--- src/rtl/seg_pkg.sv ---
// shared types for the segment intersection pipeline
// no dependencies
`default_nettype none

package seg_pkg;

    // per-item classification carried down the divider stages
    typedef struct packed {
        logic hit;
        logic parallel;
        logic one_a;
        logic one_b;
    } seg_flags_t;

endpackage

`default_nettype wire

--- src/rtl/seg_div_stage.sv ---
// one restoring division step for both segment parameters, registered
// depends on seg_pkg
`default_nettype none

module seg_div_stage #(
    parameter int MAG_BITS  = 35,
    parameter int FRAC_BITS = 16,
    parameter int SIDE_BITS = 66
) (
    input  wire logic                    clk,
    input  wire logic                    rst_n,
    input  wire logic                    en,
    input  wire logic                    in_valid,
    input  wire seg_pkg::seg_flags_t     in_flags,
    input  wire logic [MAG_BITS-1:0]     in_den,
    input  wire logic [MAG_BITS-1:0]     in_rem_a,
    input  wire logic [MAG_BITS-1:0]     in_rem_b,
    input  wire logic [FRAC_BITS-1:0]    in_q_a,
    input  wire logic [FRAC_BITS-1:0]    in_q_b,
    input  wire logic [SIDE_BITS-1:0]    in_side,
    output logic                         out_valid,
    output seg_pkg::seg_flags_t          out_flags,
    output logic [MAG_BITS-1:0]          out_den,
    output logic [MAG_BITS-1:0]          out_rem_a,
    output logic [MAG_BITS-1:0]          out_rem_b,
    output logic [FRAC_BITS-1:0]         out_q_a,
    output logic [FRAC_BITS-1:0]         out_q_b,
    output logic [SIDE_BITS-1:0]         out_side
);
    import seg_pkg::*;

    logic [MAG_BITS:0]   sh_a;
    logic [MAG_BITS:0]   sh_b;
    logic [MAG_BITS:0]   dif_a;
    logic [MAG_BITS:0]   dif_b;
    logic                ge_a;
    logic                ge_b;
    logic [MAG_BITS-1:0] rem_a_next;
    logic [MAG_BITS-1:0] rem_b_next;
    logic                valid_reg;
    seg_flags_t          flags_reg;
    logic [MAG_BITS-1:0] den_reg;
    logic [MAG_BITS-1:0] rem_a_reg;
    logic [MAG_BITS-1:0] rem_b_reg;
    logic [FRAC_BITS-1:0] q_a_reg;
    logic [FRAC_BITS-1:0] q_b_reg;
    logic [SIDE_BITS-1:0] side_reg;

    // remainder stays below the divisor, so the doubled value fits one more bit
    always_comb
    begin
        sh_a  = {in_rem_a, 1'b0};
        sh_b  = {in_rem_b, 1'b0};
        dif_a = sh_a - {1'b0, in_den};
        dif_b = sh_b - {1'b0, in_den};
        ge_a  = sh_a >= {1'b0, in_den};
        ge_b  = sh_b >= {1'b0, in_den};
        rem_a_next = ge_a ? dif_a[MAG_BITS-1:0] : sh_a[MAG_BITS-1:0];
        rem_b_next = ge_b ? dif_b[MAG_BITS-1:0] : sh_b[MAG_BITS-1:0];
    end

    always_ff @(posedge clk or negedge rst_n)
    begin
        if (!rst_n)
        begin
            valid_reg <= 1'b0;
        end
        else if (en)
        begin
            valid_reg <= in_valid;
        end
    end

    always_ff @(posedge clk)
    begin
        if (en)
        begin
            flags_reg <= in_flags;
            den_reg   <= in_den;
            rem_a_reg <= rem_a_next;
            rem_b_reg <= rem_b_next;
            q_a_reg   <= {in_q_a[FRAC_BITS-2:0], ge_a};
            q_b_reg   <= {in_q_b[FRAC_BITS-2:0], ge_b};
            side_reg  <= in_side;
        end
    end

    assign out_valid = valid_reg;
    assign out_flags = flags_reg;
    assign out_den   = den_reg;
    assign out_rem_a = rem_a_reg;
    assign out_rem_b = rem_b_reg;
    assign out_q_a   = q_a_reg;
    assign out_q_b   = q_b_reg;
    assign out_side  = side_reg;

endmodule

`default_nettype wire

--- config.mk ---
export PLATFORM = sky130hd
export DESIGN_NAME = seg_div_stage
export DESIGN_NICKNAME = d
export VERILOG_FILES = /design/src/rtl/seg_pkg.sv /design/src/rtl/seg_div_stage.sv
export SDC_FILE = /design/constraint.sdc
export NUM_CORES = 1
export LEC_CHECK = 0
export ABC_AREA = 1
export BUFFER_PORTS_ARGS = -buffer_cell sky130_fd_sc_hd__buf_2
export CORE_AREA = 2 2 163 165
export CTS_BUF_LIST = sky130_fd_sc_hd__clkbuf_2
export DETAILED_ROUTE_END_ITERATION = 7
export DIE_AREA = 0 0 165 167
export HOLD_SLACK_MARGIN = 0.06
export PLACE_DENSITY_LB_ADDON = 0.15
export SYNTH_ARGS = -nofsm -noshare
export SYNTH_HDL_FRONTEND = slang
export SYNTH_SLANG_ARGS = --single-unit
--- constraint.sdc ---
create_clock -name clk -period 2.2 [get_ports clk]
set_input_delay 0.22 -clock clk [delete_from_list [all_inputs] [get_ports clk]]
set_output_delay 0.22 -clock clk [all_outputs]
set_load 0.02 [all_outputs]
==> implementation parameters, run 1 <==
Parameter                              Value

Run status
  Run status ... complete, no violations

Die
  Die outline width ... about 170 um
  Area of the die ... 27,600 um^2
  Std-Cell Core Area ... about 26,000 um^2
  Effective utilization at floorplan ... 48.2%
  Height of the die ... between 150 and 200 um
  Standard-cell rows ... just under 60
  I/O pin count ... 419

Route
  Number of DRC markers in iteration 0 ... ~1,300
  Pre-antenna DRT Iters ... 7
  Routed wirelength normalized by instance count ... about 18 um
  Post-detailed-route via-to-cell ratio ... around 5
  Count of nets left with antenna violations after detail routing ... 0
  DRC violation count after routing ... 0
  Wire length after detailed routing ... between 50 and 60 mm
  Number of vias in the routed layout ... between 10,000 and 15,000

Power
  Sw Pwr ... around 4.3 mW
  Combinational share of power ... between 30% and 40%
  Max IR drop VDD ... roughly 410 uV
  Proportion of power drawn by the clock network ... between 20% and 30%
  Power per cell area ... ~600 nW/um^2
  Sw frac ... approximately 36%
  Register share of total power ... a little over two fifths
  P_int ... roughly 7.7 mW
  Leakage dissipation ... about 10 nW

Synthesis
  Yosys top cell area share ... 50.1%
  Main combinational cell family by area after synthesis ... simple AND/OR/NAND/NOR gates
  Ranking of synthesized cells by area ... sky130_fd_sc_hd__edfxtp_1 (50%), sky130_fd_sc_hd__nand2_1 (18%), sky130_fd_sc_hd__inv_1 (7.3%)
  Gate count after technology mapping ... around 1,500
  Proportion of synthesized chip area in sequential cells ... about half
  XOR/XNOR Fraction of Synth Area ... about 2.5%
  Most used standard cells in the synthesized netlist ... sky130_fd_sc_hd__nand2_1 (594), sky130_fd_sc_hd__inv_1 (240), sky130_fd_sc_hd__edfxtp_1 (207)
  Share of synthesized area spent on multiplexers ... 0.0908%
  Prevailing post-synth register cell ... sky130_fd_sc_hd__edfxtp_1
  Per-instance average area after synthesis ... between 8 and 9 um^2
  Number of synthesized register bits ... 208
  Post-synthesis share of cell area spent on full adders, half adders and majority gates ... about 7.4%
  Fraction of registers with async set or reset after synthesis ... less than 1%
  Number of enable flip-flop cells after synthesis ... roughly 210
  Post-synth design cell area ... 12,400 um^2
  Net count after synthesis ... ~1,800
  Most frequently used cell type in the post-synthesis netlist ... sky130_fd_sc_hd__nand2_1
  Unique masters post-synth ... 31
  YS warnings ... 0
  Synth Area in Compound Gates ... 3.74%
  Post-synthesis cell type with the largest combined area ... sky130_fd_sc_hd__edfxtp_1
  Area share of and/or/nand/nor cells after synthesis ... 27.6%

Critical path
  Max Fanout on Critical Path ... 13
  Startpoint type of the worst setup path ... primary input
  Data arrival time of the critical path ... roughly 2.7 ns
  Setup CP Type ... primary input to register
  Worst Reg2Reg Path Length in Cells ... 2
  Critical Path End Type ... register
  Data required time of the worst path ... 2.79 ns

STA
  FMAX ... ~460 MHz
  Slew at the pin closest to its max-slew limit ... 0.429 ns
  RSZ-0062 raised after global routing ... true
  Relative slew slack ... a little under three quarters
  Clock period minus worst slack ... 2.15 ns
  Tightest hold margin ... 0.0943 ns
  Setup TNS ... 0 ns
  Total count of hold-check failures in the final report ... 0
  Final setup viols ... 0
  Final cycle utilization of the critical path ... a little over nine tenths
  Final Max Tran Viols ... 0
  Setup clock skew after layout ... 0 ns

Min path
  Type of the tightest min-delay check ... primary input to register
  Number of cells traversed by the worst hold path ... 5

Clocking
  Total clock sinks ... 208
  H-tree lvl count ... 2
  Cts bufs inserted ... between 50 and 60
  Clock transition time at the flip-flop clock pins of the worst setup and hold paths ... between 0.1 and 0.15 ns
  Clk_lat worst skew ... between 0.8 and 0.9 ns
  Clk buf depth ... 3
  Clock Tree Root ... sky130_fd_sc_hd__clkbuf_2
  CTS tree ... built

Global route
  Vias in the first global route ... between 10,000 and 15,000
  Global routing usage summed across all routing layers ... between 30% and 40%
  Largest net degree at the start of global routing ... 53
  Initial antenna violation count ... 2
  First-pass GRT wire length ... roughly 76 mm
  Total grt overflow ... 0

Place
  Final weighted congestion in routability-driven placement ... about 0.95
  Number of buffer cells added on primary ports ... about 420
  Hpwl dp ... 35.1 mm

Final layout
  Synthesis-to-finish area growth ... 59.0%
  Post-Route Utilization ... between 70 and 80%
  Fill cell instance count of the final layout ... approximately 1,900
  Number of nets in the layout ... about 2,700
  Share of layout cells above drive strength 1 ... 30.2%

Job
  Max-cap violations ... 0
==> logic make-up (layout without fill, tap and decap cells) <==
family          count (synthesis)  in the layout
xor+xnor                       36             36
mux                             1              1
flops                         208            208
buf+inv                       256           1239
simple gates                  833            833
other cells                     0              2
compound gates                 86             86
fa+ha+maj                      72             72
==> cell usage in the layout, fill, tap and decap left out, drive strengths merged <==
cell type	n
xor2	34
nor2	114
diode	2
clkbuf	80
nand3b	12
dlygate4sd3	271
nor3	11
xnor2	2
o21bai	9
a21oi	55
fa	2
ha	70
nor4	4
nand2	602
clkinv	22
and2	2
inv	244
clkinvlp	1
nand4	10
edfxtp	207
buf	620
bufinv	1
dfrtp	1
mux2	1
nand3	78
o21ai	22
==> registers in the layout, summed over array words and instances (netlist names) <==
| name | count |
|---|---|
| out_side | 66 |
| out_q_b | 16 |
| out_den | 35 |
| out_flags | 4 |
| out_q_a | 16 |
| out_rem_a | 35 |
| out_valid | 1 |
| out_rem_b | 35 |
==> final cells by class <==
class                   instances  area [um^2]  area share [%]
diodes                          2         5.00          0.0254
clock inverters                24          128           0.647
clock buffers                  79          395            2.00
inverters                     244          923            4.68
multi-input cells            1028         5180            26.2
flip-flops and latches        208         6240            31.6
well taps                     335          419            2.12
repair buffers                892         6450            32.7
==> path summary, 6_finish.rpt <==
| kind | slack (ns) | to | start |
|---|---|---|---|
| max | 0.05 | out_rem_a[30] | in_den[11] |
| min | 0.09 | out_q_a[0] | in_rem_a[34] |
| max reg2reg | 0.88 | out_valid | out_valid |
| min reg2reg | 1.08 | out_valid | out_valid |
| max in group asynchronous | 1.89 | out_valid | rst_n |
| min in group asynchronous | 0.21 | out_valid | rst_n |
==> power groups by stage <==
| stage | logic [mW] | clock network, mW | registers [mW] |
|---|---|---|---|
| after floorplan | 1.37 | 0 | 5.60 |
| after global placement | 3.53 | 0 | 5.04 |
| after detailed placement | 3.57 | 0 | 5.05 |
| after CTS | 3.96 | 2.83 | 4.96 |
| after global routing | 4.43 | 3.12 | 5.02 |
| final | 4.12 | 2.89 | 4.99 |
==> what timing repair did <==
action | CTS | global route
endpoints found under the hold margin | 278 | 2
endpoints found under the setup margin | 0 | 62
setup buffers | 0 | 0
gates resized for setup | 0 | 12
hold buffers | 269 | 2
==> layer usage <==
metal  up-vias  track usage, %  share of wire, %
li1       6677               -                 -
met1      6529            41.2                37
met2       761            62.5                48
met3       209            7.62               8.0
met4         0            22.3               6.8
met5         -           0.182                 0
==> stage by stage <==
| step | cells | total power, mW | instance area, um^2 | setup slack [ns] |
|---|---|---|---|---|
| floorplan | 1492 | 6.97 | 12400 | 0.129 |
| global placement | 2436 | 8.57 | 16400 | -0.229 |
| detailed placement | 2436 | 8.62 | 16400 | -0.259 |
| CTS | 2808 | 11.8 | 19700 | 0.0877 |
| global route | 2812 | 12.6 | 19700 | -0.00355 |
| finish | 2812 | 12.0 | 19700 | 0.0483 |
==> critical path, stage by stage <==
cell	delay (ns)
sky130_fd_sc_hd__dlygate4sd3_1	0.55
sky130_fd_sc_hd__buf_2	0.14
sky130_fd_sc_hd__inv_1	0.07
sky130_fd_sc_hd__buf_4	0.15
sky130_fd_sc_hd__ha_1	0.33
sky130_fd_sc_hd__nand2_2	0.11
sky130_fd_sc_hd__nor2_4	0.16
sky130_fd_sc_hd__nand3_1	0.11
sky130_fd_sc_hd__nor2_2	0.18
sky130_fd_sc_hd__nand2_1	0.09
sky130_fd_sc_hd__nand2_1	0.09
sky130_fd_sc_hd__a21oi_2	0.07
sky130_fd_sc_hd__nand2_4	0.11
sky130_fd_sc_hd__inv_4	0.06
sky130_fd_sc_hd__buf_12	0.14
sky130_fd_sc_hd__nand2_1	0.09
sky130_fd_sc_hd__nand2_1	0.07
Note: power is estimated with default switching activity, not from simulation.
==> run 2: changes to the inputs <==
Settings changed: ABC_AREA 1 to default, CORE_AREA 2 2 163 165 to 2 2 162 164, DIE_AREA 0 0 165 167 to 0 0 164 166, TNS_END_PERCENT from default to 50.
==> run 2 against run 1 <==
Critical path type unchanged; hold slack worse by 0.42 ns; critical endpoint is now out_rem_b[4]; design area is 0.14% higher; the run now ends with negative hold slack, negative setup slack left; largest cell class unchanged; highest routed layer is now met5; core utilization grew 0.55 points; wire length shrank 10%; synthesized cell count shrank 41%; register-to-register slack barely moved; critical path depth is 3 lower; clock-buffer cell count increased by 1; sequential power about the same; setup slack got worse by 0.11 ns; global-route usage decreased by 3.9 points.
==> implementation parameters, run 2 <==
Parameter                              Value

Synthesis
  Unique masters post-synth ... just under 70
  Prevailing post-synth register cell ... sky130_fd_sc_hd__edfxtp_1
  YS warnings ... 0
  Number of synthesized register bits ... about 210
  Most frequently used cell type in the post-synthesis netlist ... sky130_fd_sc_hd__edfxtp_1
  Number of enable flip-flop cells after synthesis ... between 200 and 250
  Net count after synthesis ... about 1,200
  Yosys top cell area share ... a little under three fifths
  Ranking of synthesized cells by area ... sky130_fd_sc_hd__edfxtp_1 (57%), sky130_fd_sc_hd__ha_1 (8.0%), sky130_fd_sc_hd__a21oi_1 (4.6%)
  Gate count after technology mapping ... slightly below 900
  Per-instance average area after synthesis ... 12.3 um^2
  Post-synthesis cell type with the largest combined area ... sky130_fd_sc_hd__edfxtp_1
  Proportion of synthesized chip area in sequential cells ... 57.3%
  Post-synth design cell area ... 10,900 um^2
  Most used standard cells in the synthesized netlist ... sky130_fd_sc_hd__edfxtp_1 (207), sky130_fd_sc_hd__a21oi_1 (100), sky130_fd_sc_hd__ha_1 (70)
  Fraction of registers with async set or reset after synthesis ... less than 1%

STA
  Final setup viols ... 28
  Setup clock skew after layout ... 0 ns
  RSZ-0062 raised after global routing ... true
  Slack of the critical path ... -0.0594 ns
  Final Max Tran Viols ... 0
  Relative slew slack ... 69.0%
  Final cycle utilization of the critical path ... 103%
  Setup TNS ... -0.703 ns
  Tightest hold margin ... -0.324 ns
  Clock period minus worst slack ... 2.26 ns
  Slew at the pin closest to its max-slew limit ... around 0.47 ns
  FMAX ... between 400 and 500 MHz
  Total count of hold-check failures in the final report ... 8

Power
  Max IR drop VDD ... 447 uV
  Register share of total power ... just over 40%
  P_int ... between 8 and 9 mW
  Sw Pwr ... a little over 4 mW
  Combinational share of power ... 35.0%
  Sw frac ... between 30% and 40%
  Total power consumption of the routed design ... roughly 12 mW
  Power per cell area ... just over 600 nW/um^2
  Leakage dissipation ... around 9.1 nW
  Proportion of power drawn by the clock network ... around a quarter

Route
  Post-detailed-route via-to-cell ratio ... approximately 5.1
  Wire length after detailed routing ... approximately 46 mm
  Count of nets left with antenna violations after detail routing ... 0
  Routed wirelength normalized by instance count ... 20.0 um
  Pre-antenna DRT Iters ... 5
  DRC violation count after routing ... 0
  Number of DRC markers in iteration 0 ... around 840
  Number of vias in the routed layout ... 11,700

Final layout
  Share of layout cells above drive strength 1 ... between 40% and 50%
  Most frequent standard cell in the layout excluding fill and tap cells ... sky130_fd_sc_hd__buf_2
  Count of non-filler cells in the finished layout ... 2,310
  Synthesis-to-finish area growth ... 81.3%
  Post-Route Utilization ... 77.1%
  Max reg flops ... between 60 and 70
  Commonest non-fill, non-tap cells in the layout ... sky130_fd_sc_hd__buf_2 (413), sky130_fd_sc_hd__dlygate4sd3_1 (337), sky130_fd_sc_hd__buf_4 (248), sky130_fd_sc_hd__edfxtp_1 (207), sky130_fd_sc_hd__a21oi_1 (92)
  Number of nets in the layout ... 2,212

Critical path
  Kind of cell adding the most delay to the critical path ... compound AO/OA/AOI/OAI gates
  Slowest cell on the critical path ... sky130_fd_sc_hd__fa_2
  Critical path's most frequent cell ... sky130_fd_sc_hd__o21ai_2
  WP buf/inv ... 4
  Flop2flop setup slack ... approximately 0.89 ns
  Max Fanout on Critical Path ... 6
  Max stage delay on crit path ... ~0.40 ns
  Startpoint type of the worst setup path ... primary input
  Worst reg2reg endpoint ... out_valid
  Data arrival time of the critical path ... roughly 2.9 ns
  Logic depth of the worst setup path including buffers ... 14
  Data required time of the worst path ... roughly 2.8 ns
  Critical Path End Type ... register
  Setup CP Type ... primary input to register
  Worst Reg2Reg Path Length in Cells ... 2
  Launching point of the worst reg2reg path ... out_valid
  Cell chain of the critical path ... buf_8 > inv_6 > fa_2 > a211oi_2 > o21ai_2 > o21ai_2 > a21oi_2 > a41oi_2 > o21ai_2 > a31o_1 > a41oi_4 > buf_12 > buf_12 > mux2_4

Clocking
  Cts bufs inserted ... 56
  H-tree lvl count ... 2
  Clk_lat worst skew ... between 0.8 and 0.9 ns
  Total clock sinks ... roughly 210
  Clock Tree Root ... sky130_fd_sc_hd__clkbuf_2
  Clk buf depth ... 3
  CTS tree ... built
  Clock transition time at the flip-flop clock pins of the worst setup and hold paths ... between 0.1 and 0.15 ns

Place
  Number of buffer cells added on primary ports ... about 420
  Cells after DPL ... roughly 1,900
  Final weighted congestion in routability-driven placement ... about 0.96
  Hpwl dp ... roughly 29 mm

Min path
  Number of cells traversed by the worst hold path ... 3
  Critical hold path startpoint ... in_rem_a[13]
  Hold Path Sink ... out_rem_a[14]
  Type of the tightest min-delay check ... primary input to register

Global route
  Largest net degree at the start of global routing ... between 50 and 60
  Total grt overflow ... 0
  Met2 GRT Util ... 55.3%
  Layer with the highest usage ... met2
  First-pass GRT wire length ... about 67 mm
  Met3 track demand over resource ... 9.07%
  Global routing usage summed across all routing layers ... 32.6%
  Initial antenna violation count ... 9
  Vias in the first global route ... between 10,000 and 15,000
  GR Util met1 ... a little over a third

Die
  Std-Cell Core Area ... about 26,000 um^2
  Height of the die ... around 170 um
  Die outline width ... between 150 and 200 um
  Effective utilization at floorplan ... between 40% and 50%
  Standard-cell rows ... a little under 60
  I/O pin count ... around 420
  Area of the die ... around 27,000 um^2

Job
  Max-cap violations ... 0

Run status
  Run status ... complete, but fails checks
  Violations in the final reports ... negative hold slack, negative setup slack
## run 2: cell types whose count changed in the layout (fill, tap and decap cells not counted), sizes merged, moves of 12 or more
cell	delta
xor2	-12
nand3	-67
xnor2	+38
nor2	-65
buf	+55
a21o	+31
dlygate4sd3	+66
nand2	-557
a21oi	+46
inv	-182
mux2	+38
o21ai	+16
## run 2: how the worst max path moves through the flow
stage	startpoint	endpoint	slack [ns]
6_report	in_den[1]	out_rem_b[4]	-0.06
5_1_grt	in_den[1]	out_rem_b[4]	-0.07
4_1_cts	in_den[1]	out_rem_b[14]	-0.02
3_5_place_dp	in_den[1]	out_rem_a[32]	-1.02
3_3_place_gp	in_den[1]	out_rem_a[32]	-0.96
2_1_floorplan	in_den[1]	out_rem_b[29]	-0.70
## run 2: layout make-up
type                    count  area, um^2
well taps                 335         419
repair buffers           1014        7640
fillers                  1681        5850
flip-flops and latches    208        6240
diodes                      6        15.0
clock buffers              80         400
inverters                  61         236
clock inverters            18         110
multi-input cells         588        4700
## run 2: kinds of logic (layout without fill, tap and decap cells)
family | after synthesis | in the layout | synth area share (%)
and+or+nand+nor | 174 | 174 | 7.78
buffers and inverters | 88 | 1173 | 3.40
AOI/OAI and AO/OA | 238 | 238 | 13.9
DFF | 208 | 208 | 57.3
other | 0 | 6 | 0
xor gates and xnor gates | 62 | 62 | 4.98
adders and majority gates | 72 | 72 | 8.40
muxes | 42 | 42 | 4.30
## run 2: timing repair
action                                  CTS  global route
gates resized for setup                  21            64
buffers inserted                          4             4
endpoints found under the hold margin   414            29
pin swaps                                12            10
hold buffers                            313            24
endpoints found under the setup margin   20            64
cloned                                    2             2
## run 2: stage by stage
stage	setup WS (ns)	hold slack (ns)	cell area, um^2
final	-0.0594	-0.324	19800
after global routing	-0.0685	-0.336	19800
after CTS	-0.0165	-0.514	19100
after detailed placement	-1.02	-0.00376	15300
after global placement	-0.961	-0.00308	15300
after floorplan	-0.700	-0.0756	11000
## run 2: layer usage
metal	routed length [um]	part of all wire, %
met5	35	0.076
met4	2930	6.4
met3	3750	8.1
met2	22100	48
met1	17300	38
## run 2: worst register-to-register path: stages (launching register included)
cell and delay [ns]:
sky130_fd_sc_hd__dfrtp_1 0.39, sky130_fd_sc_hd__mux2_2 0.26, sky130_fd_sc_hd__dlygate4sd3_1 0.56
## run 2: power by group through the flow
| stage | combinational (mW) | sequential, mW | clock, mW |
|---|---|---|---|
| 3_5_place_dp | 3.41 | 5.07 | 0 |
| 5_1_grt | 4.55 | 5.05 | 3.19 |
| 3_3_place_gp | 3.37 | 5.07 | 0 |
| 4_1_cts | 3.94 | 4.99 | 2.88 |
| 2_1_floorplan | 1.25 | 5.63 | 0 |
| 6_report | 4.28 | 5.02 | 2.92 |
==> run 3: changes to the inputs <==
Settings changed: BUFFER_PORTS_ARGS -buffer_cell sky130_fd_sc_hd__buf_2 to -buffer_cell sky130_fd_sc_hd__clkbuf_2.
==> run 3 against run 2 <==
The run still ends with negative hold slack, negative setup slack left; clock skew did not move; sequential share of layout area rose by 2.2 points; core utilization fell by 5.1 points; global-route usage fell by 4.7 points; via count fell by 7.3%; setup slack got worse by 0.015 ns; sequential power barely moved; hold slack improved by 0.090 ns; register-to-register slack barely moved; non-clock buffer count fell by 112; wire length fell by 14%; total power fell by 5.9%; critical path type unchanged; largest power group unchanged.
==> implementation parameters, run 3 (synthesis gave the netlist of run 2 again) <==
Parameter                              Value

Final layout
  Commonest non-fill, non-tap cells in the layout ... sky130_fd_sc_hd__clkbuf_2 (488), sky130_fd_sc_hd__buf_4 (249), sky130_fd_sc_hd__dlygate4sd3_1 (228), sky130_fd_sc_hd__edfxtp_1 (207), sky130_fd_sc_hd__a21oi_1 (92)
  Fill cell instance count of the final layout ... 1,873
  Most frequent standard cell in the layout excluding fill and tap cells ... sky130_fd_sc_hd__clkbuf_2
  Max reg flops ... 66
  Area of the multi-input gates ... ~4600 um^2
  Post-Route Utilization ... around 70%
  Synthesis-to-finish area growth ... 69.3%
  Share of layout cells above drive strength 1 ... approximately 46%
  Sequential cell area ... 6240 um^2
  Number of nets in the layout ... around 2,100

Clocking
  Clk_lat worst skew ... between 0.7 and 0.8 ns
  Cts bufs inserted ... 56
  Total clock sinks ... roughly 210
  CTS tree ... built
  Clock Tree Root ... sky130_fd_sc_hd__clkbuf_2
  H-tree lvl count ... 2
  Clk buf depth ... 3
  Clock transition time at the flip-flop clock pins of the worst setup and hold paths ... approximately 0.09 ns

Critical path
  WP buf/inv ... 3
  Startpoint type of the worst setup path ... primary input
  Max Fanout on Critical Path ... 15
  Cell chain of the critical path ... clkbuf_2 > inv_1 > ha_1 > a211oi_2 > a22oi_1 > a31oi_1 > a21oi_2 > a41oi_2 > o21ai_2 > a31o_1 > a41oi_4 > buf_12 > mux2_1
  Worst Reg2Reg Path Length in Cells ... 2
  Data arrival time of the critical path ... between 2 and 3 ns
  Data required time of the worst path ... around 2.8 ns
  Critical Path End Type ... register
  Setup CP Type ... primary input to register
  Flop2flop setup slack ... around 0.90 ns
  Launching point of the worst reg2reg path ... out_valid
  Worst reg2reg endpoint ... out_valid
  Max stage delay on crit path ... around 0.34 ns
  Kind of cell adding the most delay to the critical path ... compound AO/OA/AOI/OAI gates
  Slowest cell on the critical path ... sky130_fd_sc_hd__ha_1

Die
  Die outline width ... about 160 um
  Effective utilization at floorplan ... ~43%
  I/O pin count ... about 420
  Height of the die ... 166 um
  Std-Cell Core Area ... 25,600 um^2
  Standard-cell rows ... 59
  Area of the die ... 27,200 um^2

STA
  Slack of the critical path ... -0.0748 ns
  Final cycle utilization of the critical path ... 103%
  Setup clock skew after layout ... 0 ns
  Total count of hold-check failures in the final report ... 4
  Clock period minus worst slack ... between 2 and 2.5 ns
  FMAX ... 440 MHz
  Slew at the pin closest to its max-slew limit ... 0.442 ns
  Final setup viols ... 29
  Final Max Tran Viols ... 0
  Relative slew slack ... a little over two thirds
  RSZ-0062 raised after global routing ... true
  Tightest hold margin ... -0.234 ns

Place
  Final weighted congestion in routability-driven placement ... 0.955
  Number of buffer cells added on primary ports ... 416
  Hpwl dp ... 28.6 mm

Global route
  Global routing usage summed across all routing layers ... 27.9%
  First-pass GRT wire length ... around 60 mm
  Largest net degree at the start of global routing ... 65
  Vias in the first global route ... between 10,000 and 15,000
  Initial antenna violation count ... 1
  Total grt overflow ... 0

Route
  Number of DRC markers in iteration 0 ... about 700
  Count of nets left with antenna violations after detail routing ... 0
  Routed wirelength normalized by instance count ... ~18 um
  Wire length after detailed routing ... around 40 mm
  Number of vias in the routed layout ... roughly 11,000
  Pre-antenna DRT Iters ... 5
  Post-detailed-route via-to-cell ratio ... slightly below 5
  DRC violation count after routing ... 0

Job
  Max-cap violations ... 0

Min path
  Number of cells traversed by the worst hold path ... 2
  Type of the tightest min-delay check ... primary input to register
  Critical hold path startpoint ... in_rem_b[10]
  Hold Path Sink ... out_rem_b[11]

Run status
  Run status ... complete, but fails checks
  Violations in the final reports ... negative hold slack, negative setup slack

Power
  Leakage dissipation ... about 8.6 nW
  Total power consumption of the routed design ... 11.5 mW
  Max IR drop VDD ... a little over 400 uV
  Power per cell area ... about 620 nW/um^2
==> run 3: cell count changes in the layout (fill, tap and decap cells not counted), sizes merged <==
cell         before  now
diode             6    1
dlygate4sd3     337  228
buf             675  263
inv              62   61
clkinv           15   12
clkbuf           82  489
bufinv            1    0
==> run 3: area by class of cell <==
type,count,share of cell area [%]
clock inverters,13,0.332
repair buffers,902,35.0
diodes,1,0.0136
inverters,61,1.32
clock buffers,78,2.11
multi-input cells,588,25.1
well taps,335,2.27
flip-flops and latches,208,33.8
==> run 3: how the worst max path moves through the flow <==
stage / end / slack (ns) / cells past startpoint / start
after CTS: out_rem_b[5] / -0.0002 / 13 / in_den[0]
after global placement: out_rem_a[32] / -0.99 / 13 / in_den[1]
final: out_rem_b[28] / -0.07 / 13 / in_den[12]
after global routing: out_rem_b[5] / -0.09 / 13 / in_den[19]
after detailed placement: out_rem_a[32] / -1.07 / 13 / in_den[1]
after floorplan: out_rem_b[29] / -0.70 / 12 / in_den[1]
==> run 3: metrics by stage <==
stage	worst slack (ns)	area, um^2	cells	TNS, ns	hold WS (ns)
after floorplan	-0.700	11000	884	-43.08	-0.0756
after global placement	-0.990	15300	1857	-59.94	-0.00335
after detailed placement	-1.07	15300	1857	-62.19	0.000597
after CTS	-0.000240	17900	2161	-0.000240	-0.332
after global routing	-0.0862	18500	2186	-1.62	-0.288
final	-0.0748	18500	2186	-1.53	-0.234
==> run 3: power breakdown <==
part | internal, mW | switching (mW) | total, mW
clock network | 0.950 | 1.58 | 2.53
registers | 4.88 | 0.140 | 5.02
logic | 1.89 | 2.06 | 3.95
total | 7.72 | 3.78 | 11.5
==> run 3: repair_timing <==
action | CTS | global route
resized for setup | 9 | 76
hold endpoints to repair | 415 | 19
hold buffers | 213 | 15
buffers inserted | 0 | 7
pin swaps | 0 | 7
gates cloned | 0 | 2
setup endpoints to repair | 23 | 60
==> run 3: routing by layer <==
layer  global-route usage [%]  vias up  part of all wire [%]
li1                         -     5239                     -
met1                     33.0     5089                    40
met2                     49.8      424                    50
met3                     5.37       94                   6.6
met4                     10.5        0                   3.9
met5                        0        -                     0
